[src/hdl/lud_pkg.sv]
`timescale 1ns / 1ps
package lud_pkg;

	localparam int unsigned ITERATIONS = 50;
	localparam int unsigned ITER_W = 8;

	typedef struct packed {
		logic signed [31:0] pixel_u;
		logic signed [31:0] pixel_v;
	} sample_t;

	typedef struct packed {
		logic signed [31:0] norm_x;
		logic signed [31:0] norm_y;
		logic signed [31:0] jac_xu;
		logic signed [31:0] jac_xv;
		logic signed [31:0] jac_yu;
		logic signed [31:0] jac_yv;
		logic              degenerate;
	} result_t;

	typedef enum logic [2:0] {
		REG_FOCAL_X   = 3'd0,
		REG_FOCAL_Y   = 3'd1,
		REG_CENTER_X  = 3'd2,
		REG_CENTER_Y  = 3'd3,
		REG_RADIAL_K1 = 3'd4,
		REG_RADIAL_K2 = 3'd5,
		REG_RADIAL_K3 = 3'd6,
		REG_TANGENT   = 3'd7
	} reg_index_t;

	// Sign-extend a Q4.28 word to the 40-bit accumulator width.
	function automatic logic signed [39:0] sx(input logic signed [31:0] v);
		sx = {{8{v[31]}}, v};
	endfunction

	// Saturate a 40-bit sum to 32 bits.
	function automatic logic signed [31:0] sat40(input logic signed [39:0] v);
		if (v[39:31] == 9'h000 || v[39:31] == 9'h1ff) begin
			sat40 = v[31:0];
		end else if (v[39]) begin
			sat40 = 32'sh8000_0000;
		end else begin
			sat40 = 32'sh7fff_ffff;
		end
	endfunction

	function automatic logic oor40(input logic signed [39:0] v);
		oor40 = !(v[39:31] == 9'h000 || v[39:31] == 9'h1ff);
	endfunction

	// v * 2^28 as a 64-bit numerator.
	function automatic logic signed [63:0] q28(input logic signed [31:0] v);
		q28 = {{4{v[31]}}, v, 28'd0};
	endfunction

endpackage

[src/hdl/lud_mul.sv]
`timescale 1ns / 1ps
module lud_mul (
	input  logic               clk,
	input  logic signed [31:0] a,
	input  logic signed [31:0] b,
	output logic signed [35:0] prod_raw,
	output logic signed [31:0] prod_sat
);
	logic signed [63:0] p_s1;
	logic        [63:0] mag;
	logic        [34:0] rq;

	always_ff @(posedge clk) begin
		p_s1 <= a * b;
	end

	// Round to nearest with ties away from zero, on the magnitude.
	always_comb begin
		mag = p_s1[63] ? (64'd0 - p_s1) : p_s1;
		rq = 35'((mag + 64'd134217728) >> 28);
		prod_raw = p_s1[63] ? (36'sd0 - {1'b0, rq}) : {1'b0, rq};
		prod_sat = lud_pkg::sat40({{4{prod_raw[35]}}, prod_raw});
	end
endmodule

[config.mk]
export PLATFORM = sky130hd
export DESIGN_NAME = lud_mul
export DESIGN_NICKNAME = d
export VERILOG_FILES = /design/src/hdl/lud_pkg.sv /design/src/hdl/lud_mul.sv
export SDC_FILE = /design/constraint.sdc
export NUM_CORES = 2
export LEC_CHECK = 0
export ABC_AREA = 1
export ABC_CLOCK_PERIOD_IN_PS = 18700
export BUFFER_PORTS_ARGS = -buffer_cell sky130_fd_sc_hd__clkbuf_2
export CAP_MARGIN = 20
export CORE_MARGIN = 1.5
export CORE_UTILIZATION = 42
export DETAILED_ROUTE_END_ITERATION = 10
export PLACE_DENSITY_LB_ADDON = 0.25
export SYNTH_ARGS = -nofsm -noshare
export SYNTH_HDL_FRONTEND = slang
export SYNTH_SLANG_ARGS = --single-unit
export TNS_END_PERCENT = 50
[constraint.sdc]
create_clock -name clk -period 18.7 [get_ports clk]
set_input_delay 2.805 -clock clk [delete_from_list [all_inputs] [get_ports clk]]
set_output_delay 2.805 -clock clk [all_outputs]
set_load 0.02 [all_outputs]
==> impl_metrics.json <==
{
  "fin_crit_ns": 10.69,
  "max_clock_freq_mhz": 93.6,
  "finalHoldViolCount": 0,
  "ys_ff_latch": 64,
  "area_delta_synth_final_pct": 5.38,
  "drc": 0,
  "fp-row-count": 116,
  "dp.cells": 6921,
  "cts_buffers": 9,
  "synth_xor_area_frac": 0.0219,
  "die_w_um": 322,
  "io-pin-count": 133,
  "initial_core_util": 0.426,
  "fp.dieH_um": 322,
  "post_cts_buffers": 0,
  "synth_compound_area_frac": 0.0272,
  "num_antenna_cells": 0,
  "synth.avg_cell_area_um2": 7.67,
  "setup.worst_path.class": "in -> reg",
  "layout.nets": 6908,
  "dieArea_um2": 104000,
  "port-buffer-count": 132,
  "slew_violations": 0,
  "grt_pass1_wl_mm": 199,
  "layout_commonest_cell": "inv_1",
  "worstSetupEndpointType": "flip-flop",
  "clkTransAtPathRegs_ns": 0.06,
  "yosys_warnings": 0,
  "rsz0062_at_grt": "false",
  "routedWlPerCell_um": 17.3,
  "grt_pass1_vias": 36786,
  "core_area_um2": 101000,
  "top_regs": "p_s1: 64 flops",
  "antenna_found_initial": 0,
  "vias_per_cell": 4.85,
  "netlist_instances": 5585,
  "synth_adder_area_share": 0.560,
  "grt_use_total": 0.244,
  "cts_sinks": 64,
  "syn_area_um2": 42800,
  "cpMaxStageDelayCell": "fa_1",
  "place.gp.congestion": 0.888,
  "design_area_um2": 45200,
  "clockBufferDepth": 2,
  "hold_path_class": "in -> reg",
  "syn_nets": 6918,
  "cts_resized": 0,
  "ys_types": 47,
  "synthSimpleGateAreaFrac": 0.197,
  "final_cells": 6937,
  "cts_tree": "done",
  "drt_iter0_markers": 2075,
  "top_register": "p_s1",
  "num_vias": 33672,
  "largest_register_ff_count": 64,
  "synth_top_family_by_area": "adder cells",
  "required_ns": 18.94,
  "synth_seq_area_share": 0.0299,
  "grt_remaining_overflow": 0,
  "place_area_um2": 44800,
  "drt_wl_total_mm": 120,
  "ctsHoldBuffers": 0,
  "slowest_delay_ns": 0.91,
  "status": "completed",
  "root_buffer": "clkbuf_16",
  "critPathMaxFanout": 32,
  "synth-edff-count": 0,
  "cap_viol_max_count": 0,
  "drt_first_pass_iters": 6,
  "setup_viol": 0,
  "most-common-layout-cells": "inv_1, nand2_1, fa_1",
  "slew-limit-headroom": 0.270,
  "synthArstFlopShare": 0,
  "finalCritPeriodShare": 0.571,
  "ys.flop_type": "dfxtp_1",
  "drive_gt1_frac": 0.0591,
  "grt_max_degree": 95,
  "antenna_left": 0,
  "hpwl_mm": 96.5,
  "synthMuxAreaShare": 0,
  "tightest_slew_ns": 1.09,
  "start_kind": "input pin",
  "tns_ns": 0,
  "htreeDepth": 3,
  "worst_ep_arrival_time_ns": 10.92
}
-- synthesized netlist by cell type (9+ instances only) --
| master | number | area, um^2 |
|---|---|---|
| ha_1 | 186 | 2330 |
| nor2_4 | 10 | 113 |
| nand3b_1 | 9 | 67.6 |
| nand3_1 | 104 | 521 |
| nor3_1 | 14 | 70.1 |
| xnor2_1 | 48 | 420 |
| xor2_1 | 59 | 517 |
| nand2_1 | 1571 | 5900 |
| dfxtp_1 | 64 | 1280 |
| nand2_2 | 38 | 238 |
| o21ai_0 | 54 | 270 |
| a31oi_1 | 14 | 87.6 |
| clkbuf_1 | 194 | 728 |
| a21boi_0 | 9 | 67.6 |
| inv_1 | 1644 | 6170 |
| nor2_1 | 255 | 957 |
| nor2_2 | 39 | 244 |
| fa_1 | 1082 | 21700 |
| nand4_1 | 14 | 87.6 |
| a21oi_1 | 91 | 455 |
-- final timing paths --
kind | from | endpoint | slack [ns] | cells past startpoint
setup / recovery | b[5] | p_s1[58] | 8.01 | 26
hold / removal | a[0] | p_s1[0] | 3.01 | 4
-- critical path, delay by kind of cell --
kind / cells / cell delay (ns)
AND/OR/NAND/NOR: 3 / 0.38
adder cells (fa/ha/maj): 9 / 4.71
buffers and inverters: 9 / 1.95
AO/OA/AOI/OAI: 5 / 1.03
-- kinds of logic (layout without fill, tap and decap cells) --
kind of cell	count (synthesis)	after routing
adder cells (fa/ha/maj)	1268	1268
buffers and inverters	1862	1857
AND/OR/NAND/NOR	2080	2080
XOR/XNOR	107	107
AO/OA/AOI/OAI	204	204
flip-flops	64	64
-- per-stage QoR --
stage                     utilization  setup slack [ns]  hold WS [ns]
after global routing            0.449              7.38          3.04
after global placement          0.445              7.75          3.37
after CTS                       0.449              8.00          3.01
after floorplan                     -              9.14          2.90
final                           0.449              8.01          3.01
after detailed placement        0.445              7.65          3.36
-- per-layer routing --
| metal | global-route usage | up-vias | share of wire |
|---|---|---|---|
| li1 | - | 15521 | - |
| met3 | 0.0205 | 168 | 0.053 |
| met5 | 0 | - | 0 |
| met4 | 0.0611 | 0 | 0.027 |
| met2 | 0.440 | 983 | 0.50 |
| met1 | 0.315 | 17000 | 0.42 |
-- final cells by class --
cell class                      count  area [um^2]
Timing Repair Buffer              188         1080
Clock inverter                      6         97.6
Multi-Input combinational cell   3659        34500
Clock buffer                       10          250
Inverter                         1653         6200
Tap cell                         1357         1700
Sequential cell                    64         1280
Fill cell                       10177        55400
Power is left out: the tool's default activity adds up to more than one toggle a clock period on the data nets, which glitch-free logic cannot reach.
