## config.mk

```make
export PLATFORM = sky130hd
export DESIGN_NAME = lud_div
export DESIGN_NICKNAME = d
export VERILOG_FILES = /design/src/hdl/lud_div.sv
export SDC_FILE = /design/constraint.sdc
export NUM_CORES = 1
export LEC_CHECK = 0
export ABC_AREA = 0
export BUFFER_PORTS_ARGS = -buffer_cell sky130_fd_sc_hd__buf_2
export CAP_MARGIN = 20
export CORE_AREA = 2 2 203 205
export DETAILED_ROUTE_END_ITERATION = 10
export DIE_AREA = 0 0 205 207
export MAX_ROUTING_LAYER = met4
export RECOVER_POWER = 50
export SLEW_MARGIN = 20
export SYNTH_ARGS = -nofsm -noshare
export SYNTH_HDL_FRONTEND = slang
export SYNTH_SLANG_ARGS = --single-unit
export TNS_END_PERCENT = 20
```

## constraint.sdc

```tcl
create_clock -name clk -period 4.96 [get_ports clk]
set_clock_uncertainty 0.15 [all_clocks]
set_input_delay 0.248 -clock clk [delete_from_list [all_inputs] [get_ports clk]]
set_output_delay 0.248 -clock clk [all_outputs]
set_load 0.01 [all_outputs]
```

## src/hdl/lud_div.sv

```systemverilog
`timescale 1ns / 1ps
module lud_div (
	input  logic               clk,
	input  logic               arst_n,
	input  logic               start,
	input  logic signed [63:0] num,
	input  logic signed [33:0] den,
	output logic               done,
	output logic signed [31:0] quot
);
	logic        busy_q;
	logic        done_q;
	logic [4:0]  cnt_q;
	logic [32:0] rem_q;
	logic [31:0] lo_q;
	logic [31:0] quo_q;
	logic [32:0] md_q;
	logic        neg_q;
	logic        ovf_q;

	logic [63:0] mn;
	logic [32:0] md;
	logic [63:0] adj;
	logic [33:0] rem2;
	logic        ge;

	always_comb begin
		mn = num[63] ? (64'd0 - num) : num;
		md = den[33] ? 33'(34'd0 - den) : den[32:0];
		adj = mn + {32'd0, md[32:1]};
		rem2 = {rem_q, lo_q[31]};
		ge = rem2 >= {1'b0, md_q};
	end

	// One quotient bit per cycle after a one-compare overflow check.
	always_ff @(posedge clk or negedge arst_n) begin
		if (!arst_n) begin
			busy_q <= 1'b0;
			done_q <= 1'b0;
			cnt_q <= 5'd0;
		end else begin
			done_q <= 1'b0;
			if (start && !busy_q) begin
				busy_q <= 1'b1;
				cnt_q <= 5'd0;
			end else if (busy_q) begin
				cnt_q <= cnt_q + 5'd1;
				if (cnt_q == 5'd31) begin
					busy_q <= 1'b0;
					done_q <= 1'b1;
				end
			end
		end
	end

	always_ff @(posedge clk) begin
		if (start && !busy_q) begin
			md_q <= md;
			neg_q <= num[63] ^ den[33];
			ovf_q <= {1'b0, adj[63:32]} >= md;
			rem_q <= {1'b0, adj[63:32]};
			lo_q <= adj[31:0];
		end else if (busy_q) begin
			rem_q <= ge ? 33'(rem2 - {1'b0, md_q}) : rem2[32:0];
			lo_q <= {lo_q[30:0], 1'b0};
			quo_q <= {quo_q[30:0], ge};
		end
	end

	always_comb begin
		if (ovf_q) begin
			quot = neg_q ? 32'sh8000_0000 : 32'sh7fff_ffff;
		end else if (!neg_q) begin
			quot = quo_q[31] ? 32'sh7fff_ffff : quo_q;
		end else begin
			quot = (quo_q > 32'h8000_0000) ? 32'sh8000_0000 : (32'd0 - quo_q);
		end
	end

	assign done = done_q;
endmodule

```

==> out/results.md, run 1 <==
## Place
• 0.913 — RD Place Congestion
• 0.0180 mm^2 — placed instance area
• 2625 — number of instances in the placed design
• 133 — count of input and output buffers
• 37200 um — half-perimeter wire length after placement

## Yosys
• sky130_fd_sc_hd__edfxtp_1, sky130_fd_sc_hd__ha_1, sky130_fd_sc_hd__xnor2_1, sky130_fd_sc_hd__xor2_1, sky130_fd_sc_hd__o21ai_0 — top cells by area in the synthesized netlist
• 83 — post-synthesis cell type count
• 8.48 um^2 — Mapped Avg Cell Area
• 0.0139 mm^2 — total standard cell area after synthesis
• 1840 — synthesized net count
• 29.8% — sequential element share of the synthesized area
• 1637 — cells after synthesis
• 131 — number of flops mapped to enable cells by yosys
• 5.04% — FFs w/ async S/R, synth
• sky130_fd_sc_hd__edfxtp_1 — Synth Flop Type
• 139 — Synth Register Bits
• 0 — Yosys warning count
• sky130_fd_sc_hd__edfxtp_1 — cell type with the highest aggregate area in the netlist
• 28.4% — Synth top area share

## Floorplan
• 0.0424 mm^2 — die area
• 134 — number of placed I/O pins
• 34.4% — initial standard-cell utilization of the core
• 207 um — y dimension of the die
• 0.0404 mm^2 — area of the core region
• 74 — Core Rows
• 205 um — Die Width

## Timing
• 1 — endpoints failing setup
• -837 ps — worst setup slack after layout
• 5800 ps — time the final worst path needs with I/O delays and setup
• 0 — number of endpoints with negative hold slack in the final report
• 173 MHz — fmax
• 93.9 ps — Hold Slack
• 2110 ps — transition time of the tightest slew-check pin
• true — unrepaired setup endpoints after global routing
• 41 — max-slew violation count
• -40.4% — slew margin rel.
• 117% — ratio of final minimum period to clock period

## Critical path
• 5830 ps — signal arrival time at the worst endpoint
• flop — CP Capture Type
• 3 — top fanout value on the critical path
• 4990 ps — required time at the endpoint of the critical path
• 410 ps — delay contributed by the slowest stage of the critical path
• primary input — kind of start point of the critical path
• sky130_fd_sc_hd__a2111oi_4 — critical-path cell with the highest stage delay
• primary input to flop — critical path type
• sky130_fd_sc_hd__buf_4 — most numerous cell on the critical path

## Status
• max-capacitance violations, max-slew violations, negative setup slack — violated checks
• complete, but fails checks — result of the run

## Finish
• sky130_fd_sc_hd__buf_4 — most frequent standard cell in the layout excluding fill and tap cells
• 2688 — Post-Layout Cell Count
• 39.2% — area delta synth->final
• sky130_fd_sc_hd__buf_4, sky130_fd_sc_hd__nand2_1, sky130_fd_sc_hd__edfxtp_1 — commonest cells after routing, fill and taps aside
• 0.0193 mm^2 — summed area of non-filler cells in the final layout
• 2346 — number of nets in the layout
• 4022 — filler instances
• 31.5% — fraction of final layout cells with drive strength greater than 1
• 0.00961 mm^2 — area used by multi-input combinational logic
• 0.00413 mm^2 — Seq. cell area
• 0 — ant diodes

## Global routing
• 1 — number of antenna violations at the first check in global routing
• 64 — pin count of the biggest net entering global routing
• 0 — remaining global-route overflow
• 22.3% — total global-route track usage
• 73300 um — first-pass GRT wire length
• 13910 — vias in the first global route

## Power
• 8.29 nW — Pleak
• 398 mW/mm^2 — P per Cell Area
• 0.000270 V — maximum vdd ir drop

## Routing
• 14405 — vias after detailed routing
• 0 — Post-route DRC
• 17.3 um — average routed wire per standard cell
• 959 — violation count after the first detailed-route iteration
• 5.36 — detail-routed via count per cell
• 0 — count of nets left with antenna violations after detail routing
• 7 — first-pass detailed-route iteration total
• 46500 um — Final Routed Wirelength

## Job
• 1 — Max Cap Viol

## Clocking
• 2 — maximum clock insertion buffer count
• 4 — H-tree levels
• 17 — number of CTS-inserted buffers
• sky130_fd_sc_hd__clkbuf_16 — master cell of the clock root buffer
• 440 ps — insertion delay of the later-clocked pin in the worst-skew pair
• 60 ps — post-CTS clock slew at the launch and capture registers of the worst setup and hold paths
• 139 — CTS sink cnt
• yes — clock tree from TritonCTS

## Worst hold path
• primary input to flop — classification of the worst-slack hold path

==> path summary, 6_finish.rpt <==
check | from | to | slack [ps] | cells after the start
max in group asynchronous | arst_n | cnt_q[1] | 3240 | 4
worst max register to register | rem_q[1] | rem_q[15] | 590 | 11
min in group asynchronous | arst_n | done | 570 | 3
worst min-delay path | start | busy_q | 90 | 3
worst min register to register | cnt_q[4] | cnt_q[4] | 360 | 1
worst max-delay path | den[7] | ovf_q | -840 | 28
==> critical path, delay by kind of cell <==
kind            cells  cell delay [ps]
simple gates        6              930
buf+inv             4              690
compound gates     13             2590
fa+ha+maj           3              950
xor+xnor            2              430
==> layout make-up <==
cell class / instances / share of cell area (%)
Multi-Input combinational cell: 1329 / 49.8
Sequential cell: 139 / 21.4
Timing Repair Buffer: 554 / 20.1
Tap cell: 532 / 3.45
Clock buffer: 17 / 2.20
Inverter: 102 / 1.99
Clock inverter: 15 / 1.09
==> cell usage after synthesis, drive strengths merged (8+ instances only) <==
master  number
o21ai      111
o41ai       17
o21a        35
or4         16
mux2i       10
nand3       31
xor2        65
and3        13
a211o        8
nor2b       26
nand2      134
or3         20
o31ai       30
a211oi      19
o22ai       21
nand2b      23
ha         100
xnor2      102
nor2       111
o21bai      12
a21o        42
nor4        41
nor3b        9
a21oi      104
nand4       15
nand3b       9
o211ai      22
inv        102
or2         13
nor3        46
buf          9
a41oi        8
a31oi       15
and2        12
edfxtp     131
clkbuf      58
==> flip-flops by register name, summed over array words and instances, names as in the netlist <==
name / count
md_q: 33
rem_q: 33
lo_q: 32
quo_q: 32
cnt_q: 5
busy_q: 1
done: 1
neg_q: 1
ovf_q: 1
==> report_power, final <==
part	internal, mW	switching (mW)
Sequential	1.94	0.330
Clock	0.852	0.555
Combinational	1.88	2.13
==> per-layer routing <==
| layer | part of all wire [%] | GRT usage (%) | routed length [um] | up-vias |
|---|---|---|---|---|
| li1 | - | - | - | 7146 |
| met1 | 46 | 29.1 | 21600 | 6832 |
| met2 | 46 | 35.5 | 21500 | 360 |
| met3 | 4.2 | 2.82 | 1930 | 67 |
| met4 | 3.2 | 7.59 | 1490 | 0 |
| met5 | 0 | - | 0 | - |
==> cells by family (layout without fill, tap and decap cells) <==
family	Yosys count	count (layout)	synth area share (%)
xor gates and xnor gates	167	167	10.5
and+or+nand+nor	534	534	20.0
adders and majority gates	103	103	9.38
DFF	139	139	29.8
buffers and inverters	169	688	4.60
AOI/OAI and AO/OA	510	510	24.6
muxes	15	15	1.13
==> through the flow <==
step                setup slack (ps)  TNS (ps)  utilization [%]  total power, mW
floorplan                       -944      -944                -             4.82
global placement               -1580     -6740             44.6             6.06
detailed placement             -1700     -7230             44.6             6.14
CTS                             -754      -754             47.1             7.64
global route                   -1150     -1170             47.8             8.26
finish                          -837      -837             47.8             7.69
==> timing repair <==
action,in CTS,in global routing
setup buffers,16,13
pin swaps,41,41
endpoints found under the hold margin,7,0
hold buffers,3,0
resized for setup,43,40
endpoints found under the setup margin,2,22
No activity file was read; power rests on OpenSTA's default activity.
==> run 2, diff against run 1 <==
Clock period 4.96 ns to 6.48 ns, I/O delays scaled along.
==> out/results.md, run 2 (synthesis results as in run 1) <==
## Finish
• sky130_fd_sc_hd__buf_4 — most frequent standard cell in the layout excluding fill and tap cells
• 2103 — number of nets in the layout
• 4141 — filler instances
• md_q: 33 flops, rem_q: 33 flops — largest registers
• 18.8% — fraction of final layout cells with drive strength greater than 1
• 0 — ant diodes
• 0.0169 mm^2 — summed area of non-filler cells in the final layout
• 22.0% — area delta synth->final
• 41.9% — utilization after layout
• sky130_fd_sc_hd__buf_4, sky130_fd_sc_hd__nand2_1, sky130_fd_sc_hd__edfxtp_1 — commonest cells after routing, fill and taps aside

## Status
• max-capacitance violations, max-slew violations — violated checks
• complete, but fails checks — result of the run

## Floorplan
• 207 um — y dimension of the die
• 0.0404 mm^2 — area of the core region
• 34.4% — initial standard-cell utilization of the core
• 134 — number of placed I/O pins
• 0.0424 mm^2 — die area
• 74 — Core Rows
• 205 um — Die Width

## Routing
• 1034 — violation count after the first detailed-route iteration
• 43600 um — Final Routed Wirelength
• 0 — count of nets left with antenna violations after detail routing
• 5.48 — detail-routed via count per cell
• 17.8 um — average routed wire per standard cell
• 13400 — vias after detailed routing
• 0 — Post-route DRC
• 5 — first-pass detailed-route iteration total

## Global routing
• 1 — number of antenna violations at the first check in global routing
• 12797 — vias in the first global route
• 20.9% — total global-route track usage
• 0 — remaining global-route overflow
• 68700 um — first-pass GRT wire length
• 80 — pin count of the biggest net entering global routing

## Place
• 34900 um — half-perimeter wire length after placement
• 133 — count of input and output buffers
• 0.0163 mm^2 — placed instance area
• 1.01 — RD Place Congestion

## Timing
• 0 — number of endpoints with negative hold slack in the final report
• 2380 ps — transition time of the tightest slew-check pin
• false — unrepaired setup endpoints after global routing
• 149 — max-slew violation count
• 95.1% — ratio of final minimum period to clock period
• 0 — endpoints failing setup
• 6160 ps — time the final worst path needs with I/O delays and setup
• -58.9% — slew margin rel.
• 162 MHz — fmax

## Power
• 19.3% — clock group share of total power
• 3.44 mW — cell-internal power
• 31.1% — portion of total power attributed to sequential cells
• 0.000164 V — maximum vdd ir drop
• 49.6% — combinational cell fraction of total power
• 334 mW/mm^2 — P per Cell Area
• 6.93 nW — Pleak
• 2.21 mW — Net Switching
• 39.1% — Sw Share

## Worst hold path
• primary input to flop — classification of the worst-slack hold path

## Critical path
• sky130_fd_sc_hd__or4_4 — critical-path cell with the highest stage delay
• primary input — kind of start point of the critical path
• 6190 ps — signal arrival time at the worst endpoint
• 6510 ps — required time at the endpoint of the critical path
• 5 — top fanout value on the critical path
• 1290 ps — Reg2Reg Setup Slack
• 560 ps — delay contributed by the slowest stage of the critical path
• flop — CP Capture Type
• primary input to flop — critical path type

## Clocking
• 60 ps — post-CTS clock slew at the launch and capture registers of the worst setup and hold paths
• 430 ps — insertion delay of the later-clocked pin in the worst-skew pair
• 17 — number of CTS-inserted buffers
• sky130_fd_sc_hd__clkbuf_16 — master cell of the clock root buffer
• 4 — H-tree levels
• 2 — maximum clock insertion buffer count
• yes — clock tree from TritonCTS
• 139 — CTS sink cnt

## Job
• 3 — Max Cap Viol

run 2: metal layers:
layer  vias up  track usage [%]  share of wire [%]
li1       6677                -                  -
met1      6239             27.2                 46
met2       406             32.1                 44
met3        78             3.04                5.4
met4         0             9.43                4.2
met5         -                -                  0
run 2: through the flow:
step / setup TNS (ps) / worst slack (ps) / power (mW) / cells / hold slack [ps]
6_report: 0 / 316 / 5.66 / 2445 / 119
3_3_place_gp: -160 / -160 / 4.47 / 2410 / 12.0
5_1_grt: 0 / 13.1 / 6.10 / 2445 / 154
2_1_floorplan: 0 / 86.2 / 3.68 / 1637 / -122
3_5_place_dp: -272 / -272 / 4.55 / 2410 / 12.8
4_1_cts: 0 / 160 / 5.67 / 2443 / 56.1
run 2: final cells by class:
class | count | area (um^2) | share of cell area [%]
timing repair buffer | 311 | 1940 | 11.5
clock buffer | 18 | 429 | 2.54
inverter | 102 | 383 | 2.26
multi-input combinational | 1329 | 9170 | 54.1
clock inverter | 14 | 214 | 1.26
sequential | 139 | 4130 | 24.4
tap | 532 | 666 | 3.93
run 2: power groups by stage:
stage / combinational, mW / sequential (mW) / clock [mW]
after floorplan: 2.01 / 1.67 / 0
after global placement: 2.72 / 1.75 / 0
after detailed placement: 2.78 / 1.77 / 0
after CTS: 2.79 / 1.75 / 1.12
after global routing: 3.13 / 1.81 / 1.15
final: 2.81 / 1.76 / 1.09
run 2: worst max-delay path, delay by kind of cell:
| kind | cells | cell delay (ps) |
|---|---|---|
| simple gates | 7 | 1480 |
| xor+xnor | 2 | 550 |
| buf+inv | 3 | 480 |
| compound gates | 13 | 2720 |
| fa+ha+maj | 2 | 630 |
run 2: timing repair:
| action | in CTS | in global routing |
|---|---|---|
| setup buffers | 0 | 2 |
| resized for setup | 0 | 9 |
| hold endpoints to repair | 7 | 0 |
| hold buffers | 1 | 0 |
| endpoints found under the setup margin | 0 | 1 |
run 2: final timing paths:
path                       startpoint  depth (start not counted)   endpoint
max                            den[2]                         27      ovf_q
min                             start                          3     busy_q
max reg2reg                    busy_q                          5    lo_q[3]
min reg2reg                  quo_q[9]                          0  quo_q[10]
max in group asynchronous      arst_n                          2   cnt_q[1]
min in group asynchronous      arst_n                          2   cnt_q[2]
==> run 3, diff against run 2 <==
Settings changed: CELL_PAD_IN_SITES_DETAIL_PLACEMENT set to 1, CELL_PAD_IN_SITES_GLOBAL_PLACEMENT set to 1, PLACE_DENSITY_LB_ADDON set to 0.1.
==> out/results.md, run 3 (synthesis results as in run 1) <==
## Global routing
• 77800 um — first-pass GRT wire length
• 13881 — vias in the first global route
• 24.0% — total global-route track usage
• 78 — pin count of the biggest net entering global routing
• 0 — remaining global-route overflow
• 0 — number of antenna violations at the first check in global routing

## Clocking
• 60 ps — post-CTS clock slew at the launch and capture registers of the worst setup and hold paths
• yes — clock tree from TritonCTS
• 450 ps — insertion delay of the later-clocked pin in the worst-skew pair
• 2 — maximum clock insertion buffer count
• 4 — H-tree levels
• 17 — number of CTS-inserted buffers
• sky130_fd_sc_hd__clkbuf_16 — master cell of the clock root buffer
• 139 — CTS sink cnt

## Timing
• 296 ps — worst setup slack after layout
• 6180 ps — time the final worst path needs with I/O delays and setup
• 2220 ps — transition time of the tightest slew-check pin
• 0 — endpoints failing setup
• 0 ps — setup TNS after final layout
• 79 — max-slew violation count
• 162 MHz — fmax
• 0 — number of endpoints with negative hold slack in the final report
• 95.4% — ratio of final minimum period to clock period
• -47.9% — slew margin rel.

## Critical path
• 6 — number of cells on the worst reg-to-reg path
• primary input — kind of start point of the critical path
• sky130_fd_sc_hd__or4_4 — critical-path cell with the highest stage delay
• 830 ps — Reg2Reg Setup Slack
• rem_q[15] — endpoint of the lowest-slack register-to-register path
• 6240 ps — signal arrival time at the worst endpoint
• compound AO/OA/AOI/OAI gates — family with the most delay on the worst path
• 3 — Critical path buffers and inverters
• sky130_fd_sc_hd__a21o_1 — most numerous cell on the critical path
• primary input to flop — critical path type
• flop — CP Capture Type
• busy_q — beginning of the worst register-to-register path
• 520 ps — delay contributed by the slowest stage of the critical path
• 6 — top fanout value on the critical path
• 6530 ps — required time at the endpoint of the critical path

## Floorplan
• 134 — number of placed I/O pins
• 0.0424 mm^2 — die area
• 205 um — Die Width
• 0.0404 mm^2 — area of the core region
• 74 — Core Rows
• 34.4% — initial standard-cell utilization of the core
• 207 um — y dimension of the die

## Finish
• 20.6% — fraction of final layout cells with drive strength greater than 1
• sky130_fd_sc_hd__buf_4, sky130_fd_sc_hd__nand2_1, sky130_fd_sc_hd__edfxtp_1 — commonest cells after routing, fill and taps aside
• md_q: 33 flops, rem_q: 33 flops — largest registers
• 0.00413 mm^2 — Seq. cell area
• 23.9% — area delta synth->final
• 4840 — filler instances
• 2136 — number of nets in the layout
• sky130_fd_sc_hd__buf_4 — most frequent standard cell in the layout excluding fill and tap cells
• 0 — ant diodes
• 0.00923 mm^2 — area used by multi-input combinational logic

## Place
• 133 — count of input and output buffers
• -522 ps — worst slack after detailed placement
• 39800 um — half-perimeter wire length after placement
• 0.899 — RD Place Congestion

## Routing
• 13615 — vias after detailed routing
• 5 — first-pass detailed-route iteration total
• 594 — violation count after the first detailed-route iteration
• 5.49 — detail-routed via count per cell
• 0 — count of nets left with antenna violations after detail routing
• 0 — Post-route DRC
• 49300 um — Final Routed Wirelength
• 19.9 um — average routed wire per standard cell

## Worst hold path
• 3 — depth of the worst hold-timing path
• primary input to flop — classification of the worst-slack hold path
• start — Worst Hold Launch
• busy_q — endpoint of the worst hold-timing path

## Power
• 334 mW/mm^2 — P per Cell Area
• 0.000230 V — maximum vdd ir drop
• 7.07 nW — Pleak

## Job
• 2 — Max Cap Viol

## Status
• complete, but fails checks — result of the run
• max-capacitance violations, max-slew violations — violated checks

==> run 3: cell count changes in the layout (fill, tap and decap cells not counted), sizes merged <==
cell,change
clkinv,+1
clkbuf,+1
bufinv,-2
buf,+31
clkinvlp,+1
inv,+1
==> run 3: worst max-delay path by stage <==
stage	startpoint	to	slack (ps)	cells past startpoint
floorplan	num[63]	ovf_q	90	27
global route	den[0]	ovf_q	-20	29
detailed placement	den[2]	ovf_q	-520	26
finish	den[0]	ovf_q	300	26
global placement	den[2]	ovf_q	-370	26
CTS	den[0]	ovf_q	10	27
==> run 3: layout make-up <==
cell class,instances,share of cell area [%]
Clock inverter,15,1.08
Clock buffer,17,2.47
Inverter,102,2.23
Multi-Input combinational cell,1329,53.7
Tap cell,532,3.87
Sequential cell,139,24.0
Timing Repair Buffer,344,12.7
==> run 3: worst register-to-register path: cells and delay by family, from the launching register on <==
family                 cells  cell delay, ps
buffers and inverters      3            2980
AOI/OAI and AO/OA          2             600
DFF                        1             320
and+or+nand+nor            1            1320
==> run 3: power by group <==
group	internal (mW)	total (mW)	switching, mW
registers	1.49	1.74	0.254
logic	1.31	2.95	1.64
clock network	0.612	1.05	0.438
total	3.41	5.74	2.33
==> run 3: per-stage QoR <==
stage / power [mW] / hold slack, ps / cell area (um^2) / utilization (%) / std cells
2_1_floorplan: 3.68 / -122 / 13900 / - / 1637
3_3_place_gp: 4.59 / 15.1 / 16500 / 40.9 / 2436
3_5_place_dp: 4.67 / 20.6 / 16500 / 40.9 / 2436
4_1_cts: 5.77 / 49.9 / 17200 / 42.5 / 2473
5_1_grt: 6.20 / 157 / 17200 / 42.6 / 2478
6_report: 5.74 / 111 / 17200 / 42.6 / 2478
==> run 3: timing repair <==
item	4_1_cts	5_1_grt
endpoints found under the setup margin	1	1
pin swaps	3	11
hold buffers	1	0
buffers inserted	4	5
gates resized for setup	3	21
endpoints found under the hold margin	7	0
==> run 3: metal layers <==
metal / track usage (%) / share of wire (%)
met3: 2.71 / 2.7
met1: 31.7 / 47
met2: 38.6 / 48
met4: 7.00 / 2.4
met5: - / 0
